===== src/design/acdb_pkg.sv =====
// shared constants and codes for the command descriptor builder
package acdb_pkg;

    localparam int SECTOR_BYTES = 512;
    localparam int BYTE_COUNT_W = 13;

    localparam logic [7:0] ATA_READ_DMA_EXT  = 8'h25;
    localparam logic [7:0] ATA_WRITE_DMA_EXT = 8'h35;

    typedef enum logic [1:0] {
        STATUS_OK      = 2'd0,
        STATUS_NO_SLOT = 2'd1,
        STATUS_BAD_CNT = 2'd2
    } status_t;

endpackage


===== src/design/acdb_req_if.sv =====
// request channel: one command per word
interface acdb_req_if;
    logic        valid;
    logic        ready;
    logic        cmd;
    logic [47:0] lba;
    logic [15:0] sector_count;
    logic [31:0] buffer_address;
    logic [31:0] busy_slots;

    modport source (output valid, cmd, lba, sector_count, buffer_address, busy_slots,
                    input ready);
    modport sink   (input valid, cmd, lba, sector_count, buffer_address, busy_slots,
                    output ready);
endinterface


===== src/design/acdb_rsp_if.sv =====
// result channel: one scatter-gather entry per word
interface acdb_rsp_if;
    logic        valid;
    logic        ready;
    logic [1:0]  status;
    logic [4:0]  slot;
    logic        write_dir;
    logic [7:0]  ata_command;
    logic [3:0]  entry_total;
    logic [2:0]  entry_index;
    logic [31:0] data_address;
    logic [12:0] byte_count_less_one;
    logic        irq_on_done;
    logic [47:0] fis_lba;
    logic [15:0] fis_count;
    logic        last;

    modport source (output valid, status, slot, write_dir, ata_command, entry_total,
                    entry_index, data_address, byte_count_less_one, irq_on_done,
                    fis_lba, fis_count, last,
                    input ready);
    modport sink   (input valid, status, slot, write_dir, ata_command, entry_total,
                    entry_index, data_address, byte_count_less_one, irq_on_done,
                    fis_lba, fis_count, last,
                    output ready);
endinterface


===== src/design/ahci_command_descriptor_builder_unit.sv =====
// top level: builds slot choice and scatter-gather entries for one command
//
// channel | dir | word
// req     | in  | cmd, lba, sector_count, buffer_address, busy_slots
// rsp     | out | status, slot, header bits, one scatter-gather entry, fis fields
//
// a command of n entries is taken, then its slot and count are checked, then n passes of
// the shared remaining-count subtractor size the table, then n more through the same
// subtractor emit the entries, one entry per cycle while rsp does not stall.
// an error command yields one word.
// rsp stalls hold the sequencer in the check or emit step; req is taken only when idle.
// rst_n clears the sequencer and the output valid at once.
module ahci_command_descriptor_builder_unit #(
    parameter int MAX_ENTRIES       = 8,
    parameter int SECTORS_PER_ENTRY = 16,
    parameter int NUM_SLOTS         = 32
) (
    input  logic         clk,
    input  logic         rst_n,
    acdb_req_if.sink     req,
    acdb_rsp_if.source   rsp
);

    localparam int ENT_W = $clog2(MAX_ENTRIES + 1);
    localparam int IDX_W = (MAX_ENTRIES > 1) ? $clog2(MAX_ENTRIES) : 1;
    localparam logic [15:0] SPE          = 16'(SECTORS_PER_ENTRY);
    localparam logic [15:0] SECTOR_LIMIT = 16'(MAX_ENTRIES * SECTORS_PER_ENTRY);
    localparam logic [31:0] STRIDE       = 32'(SECTORS_PER_ENTRY * acdb_pkg::SECTOR_BYTES);

    typedef enum logic [3:0] {
        ST_IDLE  = 4'b0001,
        ST_CHECK = 4'b0010,
        ST_COUNT = 4'b0100,
        ST_EMIT  = 4'b1000
    } state_t;

    typedef struct packed {
        logic [1:0]  status;
        logic [4:0]  slot;
        logic        write_dir;
        logic [7:0]  ata_command;
        logic [3:0]  entry_total;
        logic [2:0]  entry_index;
        logic [31:0] data_address;
        logic [12:0] byte_count_less_one;
        logic        irq_on_done;
        logic [47:0] fis_lba;
        logic [15:0] fis_count;
        logic        last;
    } rsp_word_t;

    state_t            state_reg, state_next;
    logic              out_valid_reg, out_valid_next;
    rsp_word_t         out_reg, out_next;
    logic              out_load;
    logic              out_free;

    logic              dir_reg;
    logic [47:0]       lba_reg;
    logic [15:0]       count_reg;
    logic [31:0]       addr_reg, addr_next;
    logic [4:0]        slot_reg;
    logic              found_reg;
    logic [15:0]       rem_reg, rem_next;
    logic [ENT_W-1:0]  ent_reg, ent_next;
    logic [IDX_W-1:0]  idx_reg, idx_next;

    logic              accept;
    logic              free_found;
    logic [4:0]        free_slot;
    logic              rem_gt;
    logic [15:0]       rem_sub;
    logic [15:0]       secs;
    logic [24:0]       bytes_m1_full;
    logic              count_bad;

    assign req.ready = (state_reg == ST_IDLE);
    assign accept    = req.valid && req.ready;
    assign out_free  = !out_valid_reg || rsp.ready;

    // lowest free slot
    always_comb
    begin
        free_found = 1'b0;
        free_slot  = '0;
        for (int s = NUM_SLOTS - 1; s >= 0; s--)
        begin
            if (!req.busy_slots[s])
            begin
                free_found = 1'b1;
                free_slot  = 5'(s);
            end
        end
    end

    // shared remaining-count unit
    assign rem_gt        = rem_reg > SPE;
    assign rem_sub       = rem_gt ? (rem_reg - SPE) : 16'd0;
    assign secs          = rem_gt ? SPE : rem_reg;
    assign bytes_m1_full = {secs, 9'd0} - 25'd1;
    assign count_bad     = (count_reg == 16'd0) || (count_reg > SECTOR_LIMIT);

    always_comb
    begin
        state_next = state_reg;
        rem_next   = rem_reg;
        ent_next   = ent_reg;
        idx_next   = idx_reg;
        addr_next  = accept ? req.buffer_address : addr_reg;
        out_load   = 1'b0;
        out_next   = '0;

        case (state_reg)
            ST_IDLE:
            begin
                if (accept)
                begin
                    state_next = ST_CHECK;
                end
            end
            ST_CHECK:
            begin
                if (!found_reg || count_bad)
                begin
                    if (out_free)
                    begin
                        out_load        = 1'b1;
                        out_next.status = found_reg ? acdb_pkg::STATUS_BAD_CNT
                                                    : acdb_pkg::STATUS_NO_SLOT;
                        out_next.slot   = found_reg ? slot_reg : 5'd0;
                        out_next.last   = 1'b1;
                        state_next      = ST_IDLE;
                    end
                end
                else
                begin
                    rem_next   = count_reg;
                    ent_next   = '0;
                    state_next = ST_COUNT;
                end
            end
            ST_COUNT:
            begin
                ent_next = ent_reg + 1'b1;
                rem_next = rem_sub;
                if (!rem_gt)
                begin
                    rem_next   = count_reg;
                    idx_next   = '0;
                    state_next = ST_EMIT;
                end
            end
            ST_EMIT:
            begin
                if (out_free)
                begin
                    out_load                     = 1'b1;
                    out_next.status              = acdb_pkg::STATUS_OK;
                    out_next.slot                = slot_reg;
                    out_next.write_dir           = dir_reg;
                    out_next.ata_command         = dir_reg ? acdb_pkg::ATA_WRITE_DMA_EXT
                                                           : acdb_pkg::ATA_READ_DMA_EXT;
                    out_next.entry_total         = 4'(ent_reg);
                    out_next.entry_index         = 3'(idx_reg);
                    out_next.data_address        = addr_reg;
                    out_next.byte_count_less_one = bytes_m1_full[acdb_pkg::BYTE_COUNT_W-1:0];
                    out_next.irq_on_done         = !rem_gt;
                    out_next.fis_lba             = lba_reg;
                    out_next.fis_count           = count_reg;
                    out_next.last                = !rem_gt;
                    rem_next                     = rem_sub;
                    idx_next                     = idx_reg + 1'b1;
                    addr_next                    = addr_reg + STRIDE;
                    if (!rem_gt)
                    begin
                        state_next = ST_IDLE;
                    end
                end
            end
            default:
            begin
                state_next = ST_IDLE;
            end
        endcase

        if (out_load)
        begin
            out_valid_next = 1'b1;
        end
        else if (rsp.ready)
        begin
            out_valid_next = 1'b0;
        end
        else
        begin
            out_valid_next = out_valid_reg;
        end
    end

    always_ff @(posedge clk or negedge rst_n)
    begin
        if (!rst_n)
        begin
            state_reg     <= ST_IDLE;
            out_valid_reg <= 1'b0;
        end
        else
        begin
            state_reg     <= state_next;
            out_valid_reg <= out_valid_next;
        end
    end

    always_ff @(posedge clk)
    begin
        if (accept)
        begin
            dir_reg   <= req.cmd;
            lba_reg   <= req.lba;
            count_reg <= req.sector_count;
            slot_reg  <= free_slot;
            found_reg <= free_found;
        end
        if (out_load)
        begin
            out_reg <= out_next;
        end
        addr_reg <= addr_next;
        rem_reg  <= rem_next;
        ent_reg  <= ent_next;
        idx_reg  <= idx_next;
    end

    assign rsp.valid               = out_valid_reg;
    assign rsp.status              = out_reg.status;
    assign rsp.slot                = out_reg.slot;
    assign rsp.write_dir           = out_reg.write_dir;
    assign rsp.ata_command         = out_reg.ata_command;
    assign rsp.entry_total         = out_reg.entry_total;
    assign rsp.entry_index         = out_reg.entry_index;
    assign rsp.data_address        = out_reg.data_address;
    assign rsp.byte_count_less_one = out_reg.byte_count_less_one;
    assign rsp.irq_on_done         = out_reg.irq_on_done;
    assign rsp.fis_lba             = out_reg.fis_lba;
    assign rsp.fis_count           = out_reg.fis_count;
    assign rsp.last                = out_reg.last;

endmodule


===== src/flat_wrapper.sv =====
// flat-port wrapper written by rule: the top's interface ports become plain ports
module ahci_command_descriptor_builder_unit_flat 
#(
    parameter int MAX_ENTRIES       = 8,
    parameter int SECTORS_PER_ENTRY = 16,
    parameter int NUM_SLOTS         = 32
)
  (clk, rst_n, req_valid, req_cmd, req_lba, req_sector_count, req_buffer_address, req_busy_slots, req_ready, rsp_valid, rsp_status, rsp_slot, rsp_write_dir, rsp_ata_command, rsp_entry_total, rsp_entry_index, rsp_data_address, rsp_byte_count_less_one, rsp_irq_on_done, rsp_fis_lba, rsp_fis_count, rsp_last, rsp_ready);
  acdb_req_if req_i ();
  acdb_rsp_if rsp_i ();
  input  logic clk;
  input  logic rst_n;
  input wire logic [$bits(req_i.valid)-1:0] req_valid;
  input wire logic [$bits(req_i.cmd)-1:0] req_cmd;
  input wire logic [$bits(req_i.lba)-1:0] req_lba;
  input wire logic [$bits(req_i.sector_count)-1:0] req_sector_count;
  input wire logic [$bits(req_i.buffer_address)-1:0] req_buffer_address;
  input wire logic [$bits(req_i.busy_slots)-1:0] req_busy_slots;
  output wire logic [$bits(req_i.ready)-1:0] req_ready;
  output wire logic [$bits(rsp_i.valid)-1:0] rsp_valid;
  output wire logic [$bits(rsp_i.status)-1:0] rsp_status;
  output wire logic [$bits(rsp_i.slot)-1:0] rsp_slot;
  output wire logic [$bits(rsp_i.write_dir)-1:0] rsp_write_dir;
  output wire logic [$bits(rsp_i.ata_command)-1:0] rsp_ata_command;
  output wire logic [$bits(rsp_i.entry_total)-1:0] rsp_entry_total;
  output wire logic [$bits(rsp_i.entry_index)-1:0] rsp_entry_index;
  output wire logic [$bits(rsp_i.data_address)-1:0] rsp_data_address;
  output wire logic [$bits(rsp_i.byte_count_less_one)-1:0] rsp_byte_count_less_one;
  output wire logic [$bits(rsp_i.irq_on_done)-1:0] rsp_irq_on_done;
  output wire logic [$bits(rsp_i.fis_lba)-1:0] rsp_fis_lba;
  output wire logic [$bits(rsp_i.fis_count)-1:0] rsp_fis_count;
  output wire logic [$bits(rsp_i.last)-1:0] rsp_last;
  input wire logic [$bits(rsp_i.ready)-1:0] rsp_ready;
  assign req_i.valid = req_valid;
  assign req_i.cmd = req_cmd;
  assign req_i.lba = req_lba;
  assign req_i.sector_count = req_sector_count;
  assign req_i.buffer_address = req_buffer_address;
  assign req_i.busy_slots = req_busy_slots;
  assign req_ready = req_i.ready;
  assign rsp_valid = rsp_i.valid;
  assign rsp_status = rsp_i.status;
  assign rsp_slot = rsp_i.slot;
  assign rsp_write_dir = rsp_i.write_dir;
  assign rsp_ata_command = rsp_i.ata_command;
  assign rsp_entry_total = rsp_i.entry_total;
  assign rsp_entry_index = rsp_i.entry_index;
  assign rsp_data_address = rsp_i.data_address;
  assign rsp_byte_count_less_one = rsp_i.byte_count_less_one;
  assign rsp_irq_on_done = rsp_i.irq_on_done;
  assign rsp_fis_lba = rsp_i.fis_lba;
  assign rsp_fis_count = rsp_i.fis_count;
  assign rsp_last = rsp_i.last;
  assign rsp_i.ready = rsp_ready;
  ahci_command_descriptor_builder_unit #(.MAX_ENTRIES(MAX_ENTRIES), .SECTORS_PER_ENTRY(SECTORS_PER_ENTRY), .NUM_SLOTS(NUM_SLOTS)) u_core (.clk(clk), .rst_n(rst_n), .req(req_i), .rsp(rsp_i));
endmodule

===== config.mk =====
export PLATFORM = sky130hd
export DESIGN_NAME = ahci_command_descriptor_builder_unit_flat
export DESIGN_NICKNAME = d
export VERILOG_FILES = /design/src/design/acdb_pkg.sv /design/src/design/acdb_req_if.sv /design/src/design/acdb_rsp_if.sv /design/src/design/ahci_command_descriptor_builder_unit.sv /design/src/flat_wrapper.sv
export SDC_FILE = /design/constraint.sdc
export NUM_CORES = 1
export LEC_CHECK = 0
export BUFFER_PORTS_ARGS = -buffer_cell sky130_fd_sc_hd__buf_2
export CAP_MARGIN = 15
export CORE_MARGIN = 1
export CORE_UTILIZATION = 53
export DETAILED_ROUTE_END_ITERATION = 7
export HOLD_SLACK_MARGIN = 0.06
export PLACE_DENSITY = 0.8
export SYNTH_ARGS = -nofsm -noshare
export SYNTH_HDL_FRONTEND = slang
export SYNTH_SLANG_ARGS = --single-unit

===== constraint.sdc =====
create_clock -name clk -period 14.08 [get_ports clk]
set_clock_uncertainty 0.05 [all_clocks]
set_input_delay 1.408 -clock clk [delete_from_list [all_inputs] [get_ports clk]]
set_output_delay 1.408 -clock clk [all_outputs]
set_load 0.05 [all_outputs]

==> impl_metrics.env <==
export IMPL_coreArea_sq_um=18800
export IMPL_tightest_slew_ns=1.02
export IMPL_crit_path_start_kind="primary input"
export IMPL_critPathKind="in2reg"
export IMPL_max_stage_delay_ns=0.78
export IMPL_row_count=50
export IMPL_synth_seq_cells=249
export IMPL_yosys_warnings=0
export IMPL_path_max_fanout=111
export IMPL_gp_congestion=0.909
export IMPL_synth_edf_count=225
export IMPL_netlist_instances=760
export IMPL_path_cells="buf_2, nand2b_4, nand2_1, buf_4, nor3_2, a211oi_1, a311oi_1"
export IMPL_drive_above_1_share_pct=31.3
export IMPL_boundaryPins=269
export IMPL_synth_distinct_cells=62
export IMPL_grt_pass1_vias=6543
export IMPL_ant_nets=0
export IMPL_vias_per_cell=5.58
export IMPL_drt_initial_drc_count=532
export IMPL_hold_buffers=0
export IMPL_intPower_w=0.00146
export IMPL_cp_arrival_ns=4.33
export IMPL_cts_buffer_depth=3
export IMPL_synthAdderAreaFrac_pct=0.733
export IMPL_grt_max_degree=112
export IMPL_cts_buffers=24
export IMPL_die_y_um=141
export IMPL_die_w_um=141
export IMPL_wire_per_inst_um=18.1
export IMPL_p_clk_share_pct=25.1
export IMPL_critPathCaptureType="flip-flop"
export IMPL_synth_flop_cell="edfxtp_1"
export IMPL_maxSlewHeadroom_pct=32.1
export IMPL_hpwl_mm=15.5
export IMPL_hold_path_class="reg2reg"
export IMPL_hold_viol=0
export IMPL_final_core_util_pct=65.8
export IMPL_final_setup_viol_count=0
export IMPL_grt_pass1_wl_mm=34.8
export IMPL_cts_resized=0
export IMPL_die_area_sq_um=19900
export IMPL_drcViolationCount=0
export IMPL_antenna_found_initial=0
export IMPL_drv_cap=0
export IMPL_dr_total_vias=7138
export IMPL_fin_tns_setup_ns=0
export IMPL_required_ns=14.44
export IMPL_p_sw_w=0.000835
export IMPL_cts_setup_buffers=0
export IMPL_grt_overflow_total=0
export IMPL_synth_mux_area_share_pct=0.0978
export IMPL_status="finished clean"
export IMPL_ir_worst_vdd_v=0.000137
export IMPL_synth_compound_area_share_pct=7.35
export IMPL_clk_latency_ns=0.52
export IMPL_grtUsageTotal_pct=22.6
export IMPL_crit_slowest_cell="nand2b_4"
export IMPL_synth_xor_area_share_pct=1.45
export IMPL_layout_worst_path_cycle_share_pct=28.2
export IMPL_clkTransAtPathRegs_ns=0.06
export IMPL_syn_cell_area_sq_um=10200
export IMPL_maxSlewViolCount=0
export IMPL_cts_tree="yes"
export IMPL_cts_root_buffer="clkbuf_16"
export IMPL_yosysSeqAreaShare_pct=70.9
export IMPL_synth_simple_area_share_pct=15.8
export IMPL_swShare_pct=36.4
export IMPL_dr_pass1_iters=5
export IMPL_crit_family="simple AND/OR/NAND/NOR gates"
export IMPL_leakagePower_nw=5.22
export IMPL_fmax_mhz=252
export IMPL_power_density_nw_per_um2=186
export IMPL_h_tree_depth=1
export IMPL_synth_top_family_by_area="simple AND/OR/NAND/NOR gates"
export IMPL_pwr_share_seq_pct=47.9
export IMPL_nNetsFinal=1141
export IMPL_synthArstFlopShare_pct=2.01
export IMPL_clock_sinks=249
export IMPL_final_min_clock_period_ns=3.98
export IMPL_initial_utilization_pct=54.4
export IMPL_routed_wirelength_mm=23.1
export IMPL_combPwrFrac_pct=27.0
export IMPL_grt_setup_unrepaired="no"
export IMPL_avgSynthCellArea_sq_um=13.5
export IMPL_area_growth_syn_to_layout_pct=21.0
export IMPL_worstPathBufferInverterCount=2
export IMPL_port_buffer_count=264
==> cell usage after synthesis (2+ instances only) <==
cell type,count,area (sq um)
edfxtp_1,225,6760
and3_1,107,669
nand2_1,62,233
nor2_1,48,180
clkbuf_1,32,120
a21oi_1,31,155
dfxtp_1,19,380
buf_4,17,128
o21ai_0,17,85.1
inv_1,16,60.1
nor3_1,16,80.1
a22o_1,15,131
nand3_1,14,70.1
a211oi_1,9,67.6
nand4_1,9,56.3
xnor2_1,9,78.8
a31oi_1,8,50.1
o22ai_1,8,50.1
xor2_1,8,70.1
nor4_1,7,43.8
a311oi_1,6,52.6
ha_1,6,75.1
nand2b_1,6,37.5
buf_2,5,25.0
dfrtp_1,4,100
a221o_1,3,30.0
and2_1,3,18.8
nor2b_1,3,18.8
nor3b_1,3,22.5
or2_2,3,18.8
or3_1,3,18.8
and4_1,2,17.5
buf_1,2,7.51
buf_6,2,22.5
nor4b_1,2,17.5
o21a_1,2,15.0
o2bb2ai_1,2,17.5
or4_1,2,15.0
==> power groups by stage <==
| stage | Sequential [W] | Combinational (W) | Clock, W |
|---|---|---|---|
| final | 0.00110 | 0.000620 | 0.000576 |
| after global routing | 0.00112 | 0.000657 | 0.000615 |
| after CTS | 0.00110 | 0.000622 | 0.000584 |
| after detailed placement | 0.00111 | 0.000619 | 0 |
| after global placement | 0.00111 | 0.000608 | 0 |
| after floorplan | 0.00135 | 0.000244 | 0 |
==> metrics by stage <==
step	cells	hold WS [ns]	worst slack, ns	cell area [sq um]	power [W]
3_3_place_gp	1236	0.445	9.81	11700	0.00172
4_1_cts	1279	0.467	10.16	12400	0.00231
6_report	1280	0.474	10.10	12400	0.00230
5_1_grt	1279	0.497	9.85	12400	0.00239
3_5_place_dp	1236	0.452	9.69	11700	0.00173
2_1_floorplan	763	0.423	3.35	10200	0.00160
==> placed cells by master (no fill, tap or decap), drive strengths merged, types with 4 or more instances in the layout <==
| cell | Yosys | routed |
|---|---|---|
| ha | 6 | 6 |
| dfrtp | 4 | 4 |
| a31oi | 8 | 8 |
| clkinv | 0 | 13 |
| dfxtp | 19 | 19 |
| buf | 26 | 271 |
| a311oi | 6 | 6 |
| xnor2 | 9 | 9 |
| nand2b | 6 | 6 |
| a21oi | 31 | 31 |
| nor4 | 9 | 9 |
| xor2 | 8 | 8 |
| nand4 | 9 | 9 |
| o21ai | 18 | 18 |
| edfxtp | 225 | 225 |
| nand2 | 62 | 62 |
| inv | 17 | 17 |
| nor3 | 17 | 17 |
| a22o | 15 | 15 |
| and3 | 107 | 107 |
| clkbuf | 32 | 28 |
| a211oi | 9 | 9 |
| nor2 | 48 | 48 |
| o22ai | 8 | 8 |
| conb | 1 | 4 |
| nand3 | 15 | 15 |
==> cell type report <==
cell class / count / area [sq um]
Sequential cell: 249 / 7260
Fill cell: 1388 / 6450
Multi-Input combinational cell: 439 / 2650
Timing Repair Buffer: 271 / 1370
Clock buffer: 28 / 616
Tap cell: 260 / 325
Clock inverter: 15 / 85.1
Inverter: 17 / 66.3
Antenna cell: 1 / 2.50
==> final timing paths <==
kind,from,endpoint,slack (ns),depth (start not counted)
worst max-delay path,rsp_ready,u_core.addr_reg[23],10.10,7
worst min-delay path,u_core.lba_reg[38],u_core.rsp.fis_lba[38],0.47,1
worst max register to register,u_core.state_reg[0],u_core.addr_reg[23],10.48,7
worst min register to register,u_core.lba_reg[38],u_core.rsp.fis_lba[38],0.47,1
max in group asynchronous,rst_n,u_core.state_reg[0],13.10,1
min in group asynchronous,rst_n,u_core.rsp.valid,0.66,1
==> per-layer routing <==
| layer | vias to the layer above | global-route usage, % | wire length (um) |
|---|---|---|---|
| li1 | 3347 | - | - |
| met1 | 3384 | 30.5 | 9270 |
| met2 | 362 | 37.2 | 11200 |
| met3 | 45 | 5.13 | 2110 |
| met4 | 0 | 6.24 | 542 |
| met5 | - | 0 | 0 |
==> kinds of logic after synthesis <==
group,Yosys count
muxes,1
buffers and inverters,75
other,1
xor gates and xnor gates,17
AOI/OAI and AO/OA,113
adders and majority gates,6
and+or+nand+nor,298
DFF,249
Power figures use the tool's default switching activity.
